`src/hw/rtl/esc_pkg.sv`:
```
`timescale 1ns / 1ps
// Shared types and constants for the encoder stillness calibrator.
// Used by esc_ctrl, esc_dpath, the top level and the checker; depends on nothing.
package esc_pkg;

	// Depth of the sample window. Must be a power of two.
	localparam int WINDOW = 16;
	localparam int WIN_AW = $clog2(WINDOW);
	localparam int FILL_W = $clog2(WINDOW + 1);
	localparam int SUM_W  = 32 + WIN_AW;
	localparam int PROD_W = 50;

	localparam logic [1:0] MODE_UNINIT = 2'd0;
	localparam logic [1:0] MODE_CAL    = 2'd1;
	localparam logic [1:0] MODE_SEEK   = 2'd2;
	localparam logic [1:0] MODE_HOLD   = 2'd3;

	localparam logic [1:0] CMD_TICK = 2'd0;
	localparam logic [1:0] CMD_CAL  = 2'd1;
	localparam logic [1:0] CMD_GOTO = 2'd2;

	// Configuration register indexes.
	localparam logic [1:0] REG_QUICK  = 2'd0;
	localparam logic [1:0] REG_THRESH = 2'd1;
	localparam logic [1:0] REG_SCALE  = 2'd2;
	localparam logic [1:0] REG_OFFSET = 2'd3;

	// Commands from the controller to the datapath.
	typedef struct packed {
		logic push;
		logic walk_start;
		logic walk;
		logic take_quick;
		logic take_mean;
		logic load_target;
		logic mul;
		logic rnd;
	} esc_cmd_t;

	// Status from the datapath to the controller.
	typedef struct packed {
		logic walk_last;
		logic still;
		logic fill_nz;
	} esc_stat_t;

endpackage

```
`src/hw/rtl/esc_dpath.sv`:
```
`timescale 1ns / 1ps
// Datapath: sample window memory, min/max/sum walk, base and target
// registers, and the height multiply, round and saturate. Uses esc_pkg.
module esc_dpath import esc_pkg::*; (
	input  logic               clk,
	input  logic               arst_n,
	input  esc_cmd_t           cmd,
	output esc_stat_t          stat,
	input  logic signed [31:0] in_count,
	input  logic signed [23:0] in_target,
	input  logic [15:0]        still_threshold,
	input  logic [15:0]        inches_per_tick_q16,
	input  logic signed [23:0] bottom_offset_q8,
	output logic signed [31:0] height_sat,
	output logic signed [23:0] target
);

	localparam logic signed [SUM_W-1:0] MEAN_ADJ = SUM_W'(WINDOW - 1);
	localparam logic [WIN_AW-1:0] LAST_IDX = WIN_AW'(WINDOW - 1);

	logic signed [31:0]       win_mem [WINDOW];
	logic signed [31:0]       rd_data_s1;
	logic                     rd_vld_s1;
	logic                     rd_in_s1;
	logic [WIN_AW-1:0]        wp_q;
	logic [WIN_AW-1:0]        widx_q;
	logic [FILL_W-1:0]        fill_q;
	logic signed [31:0]       newest_q;
	logic signed [31:0]       base_q;
	logic signed [23:0]       target_q;
	logic signed [31:0]       min_q;
	logic signed [31:0]       max_q;
	logic signed [SUM_W-1:0]  sum_q;
	logic signed [PROD_W-1:0] prod_s1;
	logic signed [41:0]       rnd_s2;

	logic signed [31:0]       entry;
	logic signed [32:0]       spread;
	logic signed [SUM_W-1:0]  sum_adj;
	logic signed [SUM_W-1:0]  mean_full;
	logic signed [32:0]       diff;
	logic signed [PROD_W-1:0] prod_rnd;
	logic signed [42:0]       hsum;

	// Window memory: one write port, one registered read port.
	always_ff @(posedge clk) begin
		if (cmd.push) begin
			win_mem[wp_q] <= in_count;
		end
		rd_data_s1 <= win_mem[widx_q];
	end

	always_ff @(posedge clk or negedge arst_n) begin
		if (!arst_n) begin
			wp_q      <= '0;
			fill_q    <= '0;
			widx_q    <= '0;
			rd_vld_s1 <= 1'b0;
			rd_in_s1  <= 1'b0;
			base_q    <= '0;
			target_q  <= '0;
		end else begin
			if (cmd.push) begin
				wp_q <= wp_q + 1'b1;
				if (fill_q != FILL_W'(WINDOW)) begin
					fill_q <= fill_q + 1'b1;
				end
			end
			if (cmd.walk_start) begin
				widx_q <= '0;
			end else if (cmd.walk) begin
				widx_q <= widx_q + 1'b1;
			end
			rd_vld_s1 <= cmd.walk;
			rd_in_s1  <= {1'b0, widx_q} < fill_q;
			if (cmd.take_quick) begin
				base_q <= in_count;
			end else if (cmd.take_mean) begin
				base_q <= mean_full[31:0];
			end
			if (cmd.load_target) begin
				target_q <= in_target;
			end
		end
	end

	// Entries never written since reset read as zero.
	assign entry = rd_in_s1 ? rd_data_s1 : 32'sd0;

	always_ff @(posedge clk) begin
		if (cmd.push) begin
			newest_q <= in_count;
		end
		if (cmd.walk_start) begin
			min_q <= 32'sh7FFF_FFFF;
			max_q <= -32'sh8000_0000;
			sum_q <= '0;
		end else if (rd_vld_s1) begin
			if (entry < min_q) begin
				min_q <= entry;
			end
			if (entry > max_q) begin
				max_q <= entry;
			end
			sum_q <= sum_q + SUM_W'(entry);
		end
		if (cmd.mul) begin
			prod_s1 <= diff * $signed({1'b0, inches_per_tick_q16});
		end
		if (cmd.rnd) begin
			rnd_s2 <= prod_rnd[PROD_W-1:8];
		end
	end

	assign spread = {max_q[31], max_q} - {min_q[31], min_q};

	// Mean truncates toward zero: bias negative sums before the shift.
	assign sum_adj   = sum_q[SUM_W-1] ? (sum_q + MEAN_ADJ) : sum_q;
	assign mean_full = sum_adj >>> WIN_AW;

	assign diff     = {newest_q[31], newest_q} - {base_q[31], base_q};
	assign prod_rnd = prod_s1 + PROD_W'(128);
	assign hsum     = {rnd_s2[41], rnd_s2} + 43'(bottom_offset_q8);

	always_comb begin
		if (hsum[42:31] == {12{hsum[42]}}) begin
			height_sat = hsum[31:0];
		end else if (hsum[42]) begin
			height_sat = 32'sh8000_0000;
		end else begin
			height_sat = 32'sh7FFF_FFFF;
		end
	end

	assign stat.walk_last = (widx_q == LAST_IDX);
	assign stat.still     = spread < $signed({17'b0, still_threshold});
	assign stat.fill_nz   = (fill_q != '0);
	assign target         = target_q;

endmodule

```
`src/hw/rtl/esc_ctrl.sv`:
```
`timescale 1ns / 1ps
// Controller: operating mode, calibration flag, brake, and the sequencer
// that steps the datapath through one word. Uses esc_pkg.
module esc_ctrl import esc_pkg::*; (
	input  logic       clk,
	input  logic       arst_n,
	input  logic       in_valid,
	output logic       in_ready,
	input  logic [1:0] in_cmd,
	input  logic       quick_mode,
	input  esc_stat_t  stat,
	input  logic       out_free,
	output logic       out_load,
	output esc_cmd_t   cmd,
	output logic [1:0] mode,
	output logic       calibrated,
	output logic       brake
);

	localparam logic [2:0] ST_IDLE   = 3'd0;
	localparam logic [2:0] ST_WALK   = 3'd1;
	localparam logic [2:0] ST_DRAIN  = 3'd2;
	localparam logic [2:0] ST_DECIDE = 3'd3;
	localparam logic [2:0] ST_MUL    = 3'd4;
	localparam logic [2:0] ST_RND    = 3'd5;
	localparam logic [2:0] ST_FIN    = 3'd6;

	logic [2:0] state_q;
	logic [2:0] state_d;
	logic [1:0] mode_q;
	logic       cal_q;
	logic       brake_q;
	logic       accept;
	logic       tick;

	assign in_ready = (state_q == ST_IDLE);
	assign accept   = in_valid && in_ready;
	assign tick     = accept && (in_cmd == CMD_TICK);

	always_comb begin
		cmd             = '0;
		cmd.push        = tick;
		cmd.walk_start  = tick && (mode_q == MODE_CAL) && !quick_mode;
		cmd.take_quick  = tick && (mode_q == MODE_CAL) && quick_mode;
		cmd.load_target = accept && (in_cmd == CMD_GOTO) && (mode_q inside {MODE_SEEK, MODE_HOLD});
		cmd.walk        = (state_q == ST_WALK);
		cmd.take_mean   = (state_q == ST_DECIDE) && stat.still;
		cmd.mul         = (state_q == ST_MUL);
		cmd.rnd         = (state_q == ST_RND);
	end

	assign out_load = (state_q == ST_FIN) && out_free;

	always_comb begin
		state_d = state_q;
		case (state_q)
			ST_IDLE: begin
				if (accept) begin
					state_d = cmd.walk_start ? ST_WALK : ST_MUL;
				end
			end
			ST_WALK: begin
				if (stat.walk_last) begin
					state_d = ST_DRAIN;
				end
			end
			ST_DRAIN:  state_d = ST_DECIDE;
			ST_DECIDE: state_d = ST_MUL;
			ST_MUL:    state_d = ST_RND;
			ST_RND:    state_d = ST_FIN;
			ST_FIN: begin
				if (out_free) begin
					state_d = ST_IDLE;
				end
			end
			default: state_d = ST_IDLE;
		endcase
	end

	always_ff @(posedge clk or negedge arst_n) begin
		if (!arst_n) begin
			state_q <= ST_IDLE;
			mode_q  <= MODE_UNINIT;
			cal_q   <= 1'b0;
			brake_q <= 1'b1;
		end else begin
			state_q <= state_d;
			if (tick) begin
				case (mode_q)
					MODE_UNINIT: brake_q <= 1'b1;
					MODE_HOLD:   brake_q <= 1'b1;
					MODE_CAL:    brake_q <= 1'b0;
					default:     brake_q <= brake_q;
				endcase
			end
			if (cmd.take_quick || cmd.take_mean) begin
				cal_q  <= 1'b1;
				mode_q <= MODE_HOLD;
			end else if (accept && (in_cmd == CMD_CAL)) begin
				mode_q <= MODE_CAL;
			end else if (cmd.load_target) begin
				mode_q <= MODE_SEEK;
			end
		end
	end

	assign mode       = mode_q;
	assign calibrated = cal_q;
	assign brake      = brake_q;

endmodule

```
`src/hw/rtl/encoder_stillness_calibrator.sv`:
```
`timescale 1ns / 1ps
// Encoder stillness calibrator. The input stream carries one command word per
// control tick: a tick with a raw encoder count, a start-calibration request or
// a height request, with the command code in s_tuser. Every accepted word gives
// exactly one status word on the output stream: mode, calibrated, brake,
// motor stop, the Q24.8 height of the newest count and the stored target.
// Configuration is written through cfg_we/cfg_addr/cfg_data; the user must
// write it only while idle, as the block does not enforce this. An accepted
// word passes the multiply, round and final steps; the final step loads the
// output register, raising m_tvalid as the sequencer returns to idle. A tick
// while calibrating without quick mode first walks the 16-entry window memory
// one entry per cycle for min, max and sum, paced by its single read port. One
// word is in work at a time; s_tready is high only while the sequencer is idle.
// The result sits in an output register, so a new input word is accepted
// while the previous result still waits for m_tready. A further result waits
// in its final step until that register is free; nothing is dropped.
// Reset (arst_n low) clears the mode to uninitialized, applies the brake,
// empties the window, zeroes base and target, and restores the register
// defaults: quick mode off, threshold 16, 1024/65536 inch per tick, offset 0.
// Dependencies: esc_pkg, esc_ctrl, esc_dpath.
module encoder_stillness_calibrator import esc_pkg::*; (
	input  logic        clk,
	input  logic        arst_n,
	input  logic        s_tvalid,
	output logic        s_tready,
	input  logic [55:0] s_tdata,   // encoder_count[31:0], target_height[55:32]
	input  logic [1:0]  s_tuser,   // cmd[1:0]
	output logic        m_tvalid,
	input  logic        m_tready,
	output logic [63:0] m_tdata,   // mode[1:0], calibrated[2], brake_on[3],
	                               // motor_stop[4], height[36:5], target[60:37], zero
	input  logic        cfg_we,
	input  logic [1:0]  cfg_addr,
	input  logic [23:0] cfg_data
);

	logic               quick_q;
	logic [15:0]        thresh_q;
	logic [15:0]        scale_q;
	logic signed [23:0] offset_q;

	esc_cmd_t           dp_cmd;
	esc_stat_t          dp_stat;
	logic               out_free;
	logic               out_load;
	logic [1:0]         mode;
	logic               calibrated;
	logic               brake;
	logic signed [31:0] height_sat;
	logic signed [23:0] target;
	logic signed [31:0] height;
	logic               motor_stop;
	logic               out_vld_q;
	logic [63:0]        out_data_q;

	// Configuration registers; a write takes effect at the clock edge.
	always_ff @(posedge clk or negedge arst_n) begin
		if (!arst_n) begin
			quick_q  <= 1'b0;
			thresh_q <= 16'd16;
			scale_q  <= 16'd1024;
			offset_q <= '0;
		end else if (cfg_we) begin
			case (cfg_addr)
				REG_QUICK:  quick_q  <= cfg_data[0];
				REG_THRESH: thresh_q <= cfg_data[15:0];
				REG_SCALE:  scale_q  <= cfg_data[15:0];
				REG_OFFSET: offset_q <= cfg_data;
				default:    quick_q  <= quick_q;
			endcase
		end
	end

	esc_ctrl u_ctrl (
		.clk        (clk),
		.arst_n     (arst_n),
		.in_valid   (s_tvalid),
		.in_ready   (s_tready),
		.in_cmd     (s_tuser),
		.quick_mode (quick_q),
		.stat       (dp_stat),
		.out_free   (out_free),
		.out_load   (out_load),
		.cmd        (dp_cmd),
		.mode       (mode),
		.calibrated (calibrated),
		.brake      (brake)
	);

	esc_dpath u_dpath (
		.clk                 (clk),
		.arst_n              (arst_n),
		.cmd                 (dp_cmd),
		.stat                (dp_stat),
		.in_count            (s_tdata[31:0]),
		.in_target           (s_tdata[55:32]),
		.still_threshold     (thresh_q),
		.inches_per_tick_q16 (scale_q),
		.bottom_offset_q8    (offset_q),
		.height_sat          (height_sat),
		.target              (target)
	);

	// Height reads as zero until a base exists and the window holds a count.
	assign height     = (calibrated && dp_stat.fill_nz) ? height_sat : 32'sd0;
	assign motor_stop = (mode == MODE_UNINIT) || (mode == MODE_HOLD);

	// Output register: free when empty or being taken this cycle.
	assign out_free = !out_vld_q || m_tready;

	always_ff @(posedge clk or negedge arst_n) begin
		if (!arst_n) begin
			out_vld_q <= 1'b0;
		end else if (out_load) begin
			out_vld_q <= 1'b1;
		end else if (m_tready) begin
			out_vld_q <= 1'b0;
		end
	end

	always_ff @(posedge clk) begin
		if (out_load) begin
			out_data_q <= {3'b000, target, height, motor_stop, brake, calibrated, mode};
		end
	end

	assign m_tvalid = out_vld_q;
	assign m_tdata  = out_data_q;

endmodule

```
`config.mk`:
```
export PLATFORM = sky130hd
export DESIGN_NAME = encoder_stillness_calibrator
export DESIGN_NICKNAME = d
export VERILOG_FILES = /design/src/hw/rtl/esc_pkg.sv /design/src/hw/rtl/esc_dpath.sv /design/src/hw/rtl/esc_ctrl.sv /design/src/hw/rtl/encoder_stillness_calibrator.sv
export SDC_FILE = /design/constraint.sdc
export NUM_CORES = 2
export LEC_CHECK = 0
export BUFFER_PORTS_ARGS = -buffer_cell sky130_fd_sc_hd__buf_2
export CAP_MARGIN = 20
export CORE_MARGIN = 1
export CORE_UTILIZATION = 45
export DETAILED_ROUTE_END_ITERATION = 16
export PLACE_DENSITY = 0.68
export SLEW_MARGIN = 20
export SYNTH_ARGS = -nofsm -noshare
export SYNTH_HDL_FRONTEND = slang
export SYNTH_SLANG_ARGS = --single-unit
```
`constraint.sdc`:
```
create_clock -name clk -period 27 [get_ports clk]
set_input_delay 2.7 -clock clk [delete_from_list [all_inputs] [get_ports clk]]
set_output_delay 2.7 -clock clk [all_outputs]
set_load 0.01 [all_outputs]
```
==> metrics.yaml <==
rsz0062_at_grt: "false"
min_path_type: "flop to flop"
fin_crit_sh: 0.3764
critPathRequiredTime_ps: 27470
port_buffers: 151
drtAntennaViolNets: 0
wire_per_inst_um: 21.02
hold_buffers: 0
clk_pin_slew_ps: 60
finalWirelength_um: 160000
status: "complete, no violations"
end_kind: "flop"
die_y_um: 379.5
synth_edf_count: 690
post-route-util: 0.4989
synthAdderAreaFrac: 0.2260
ys_types: 90
drv_slew: 0
syn_inst: 5532
syn_area_per_cell_um2: 11.59
wl_met2_um: 74990
yosysMostFrequentCell: "inv_1"
worstSetupPathType: "flop to flop"
area_growth_pct: 10.03
insertion_delay_ps: 800
async_flop_share: 0.1420
synth.area.top_cells: "edfxtp_1 32%, fa_1 16%, ha_1 6.8%, mux4_2 5.6%, dfrtp_1 5.2%"
core_region_area_mm2: 0.1414
die_x_um: 379.5
track_usage: 0.2252
crit_buf_inv: 5
rows: 138
synthTopCellsByCount: "773 x inv_1, 690 x edfxtp_1, 556 x nand2_1, 505 x fa_1, 350 x ha_1"
wl_met1_um: 68300
setup_violations: 0
synth_compound_area_frac: 0.08213
highest_layer: "met5"
max_freq_ghz: 0.09841
crit_fanout: 16
final_nets: 6575
yosysTopAreaCellShare: 0.3231
cts_resized: 0
grt_pass1_vias: 42973
drt-vias-per-instance: 5.570
wl_met3_um: 11240
grt-ovfl-total: 0
yosys_most_used_dff: "edfxtp_1"
synth_top_family_by_area: "adder cells"
antenna_found_initial: 18
start_kind: "flop"
drtPass1Iterations: 8
synth_xor_area_frac: 0.03005
slowest_delay_ps: 790
drive_above_1_share: 0.1275
cts_max_path_buffers: 3
yosysSeqAreaShare: 0.4175
start_util: 0.4535
yosys.area.top_type: "edfxtp_1"
ctsRootBufferMaster: "clkbuf_16"
hold_viol_final: 0
max-slew-margin-rel: 0.2529
synth.area.mux_share: 0.07947
ys_seq_elements: 958
post-cts-setup-buffer-count: 0
grt_pass1_wl_um: 247700
period_minus_slack_ps: 10160
clock_sinks: 958
drc: 0
holdWs_ps: 435.9
yosysWarningCount: 0
timing.setup.tns_ps: 0
dpl.hpwl_um: 112600
cts_tree: "done"
die_area_mm2: 0.1440
slowest_stage: "a2111oi_1"
ios: 155
yosys.area_share.simple: 0.1044
gp_congestion: 0.9003
maxCapViolCount: 0
cp_data_arrival_time_ps: 10630
grt_start_max_net_pins: 83
placed_cells: 7418
htreeDepth: 3
vias: 42393
worst_pin_slew_ps: 1120
critPathTopFamily: "compound AO/OA/AOI/OAI gates"
crit_path_frequent_cell: "fa_1"
drt_iter0_drc: 3180
skew_ps: 101.6
final_cells: 7611
synthesis.area_mm2: 0.06412
numCtsBuffers: 101
## registers in the layout, indices dropped and copies added (netlist names), 5 cells and up
| name | cells |
|---|---|
| u_dpath.min_q | 32 |
| u_dpath.rnd_s2 | 42 |
| thresh_q | 16 |
| u_dpath.win_mem | 512 |
| u_dpath.target | 24 |
| u_dpath.newest_q | 32 |
| m_tdata | 61 |
| u_dpath.prod_s1 | 43 |
| u_dpath.base_q | 32 |
| scale_q | 16 |
| u_dpath.fill_q | 5 |
| u_dpath.sum_q | 36 |
| offset_q | 24 |
| u_dpath.rd_data_s1 | 32 |
| u_dpath.max_q | 32 |
## layout by cell type, fill, tap and decap left out, types with 30 or more instances in the layout
cell / netlist / final
a21o_1: 89 / 88
a21oi_1: 217 / 217
a31oi_1: 34 / 34
and2_1: 212 / 212
and3_1: 35 / 34
buf_2: 6 / 150
buf_4: 5 / 79
clkbuf_16: 0 / 105
dfrtp_1: 133 / 123
dfxtp_1: 132 / 132
edfxtp_1: 690 / 690
fa_1: 505 / 505
ha_1: 350 / 350
inv_1: 773 / 772
mux2_2: 87 / 87
mux2i_1: 49 / 49
mux4_2: 160 / 160
nand2_1: 556 / 556
nand2b_1: 40 / 40
nand3_1: 103 / 102
nand4_1: 49 / 49
nor2_1: 205 / 190
nor2b_1: 47 / 47
nor3_1: 70 / 65
o211ai_1: 46 / 46
o21a_1: 43 / 43
o21ai_0: 169 / 169
o22ai_2: 30 / 30
xnor2_1: 141 / 140
xor2_1: 79 / 77
## per-stage QoR
step	setup WS [ps]	instance area, um2
global placement	16860	67100
global route	16110	70540
finish	16840	70550
floorplan	17870	64130
detailed placement	16700	67100
CTS	16680	70530
## cell type report
cell class | count | area, um2
fill | 12328 | 70860
multi-input combinational | 3566 | 33700
sequential | 958 | 26790
inverter | 774 | 2905
clock buffer | 136 | 2814
tap | 1890 | 2365
timing repair buffer | 230 | 1355
clock inverter | 53 | 620.6
antenna | 4 | 10.01
## final timing paths
path,endpoint,depth (start not counted),start,slack (ps)
setup reg to reg,u_dpath.prod_s1[48],35,u_dpath.base_q[1],16840
setup / recovery,u_dpath.prod_s1[48],35,u_dpath.base_q[1],16840
hold reg to reg,m_tdata[46],0,u_dpath.target[9],440
max in group asynchronous,u_dpath.widx_q[0],2,arst_n,23550
hold / removal,m_tdata[46],0,u_dpath.target[9],440
min in group asynchronous,offset_q[18],1,arst_n,1990
## per-layer routing
metal  track usage  vias up
met5             0        -
met4       0.07190       20
met3       0.03941      310
met2        0.3707     1449
met1        0.3023    21435
li1              -    19179
## kinds of logic (layout without fill, tap and decap cells)
family | count (synthesis) | count (layout)
AOI/OAI and AO/OA | 796 | 796
muxes | 298 | 298
xor gates and xnor gates | 220 | 220
adders and majority gates | 855 | 855
other | 1 | 7
DFF | 958 | 958
buffers and inverters | 1010 | 1193
and+or+nand+nor | 1394 | 1394
Power is not shown: default switching activity piles up to over one toggle a cycle in this logic, so the estimate is an artifact.
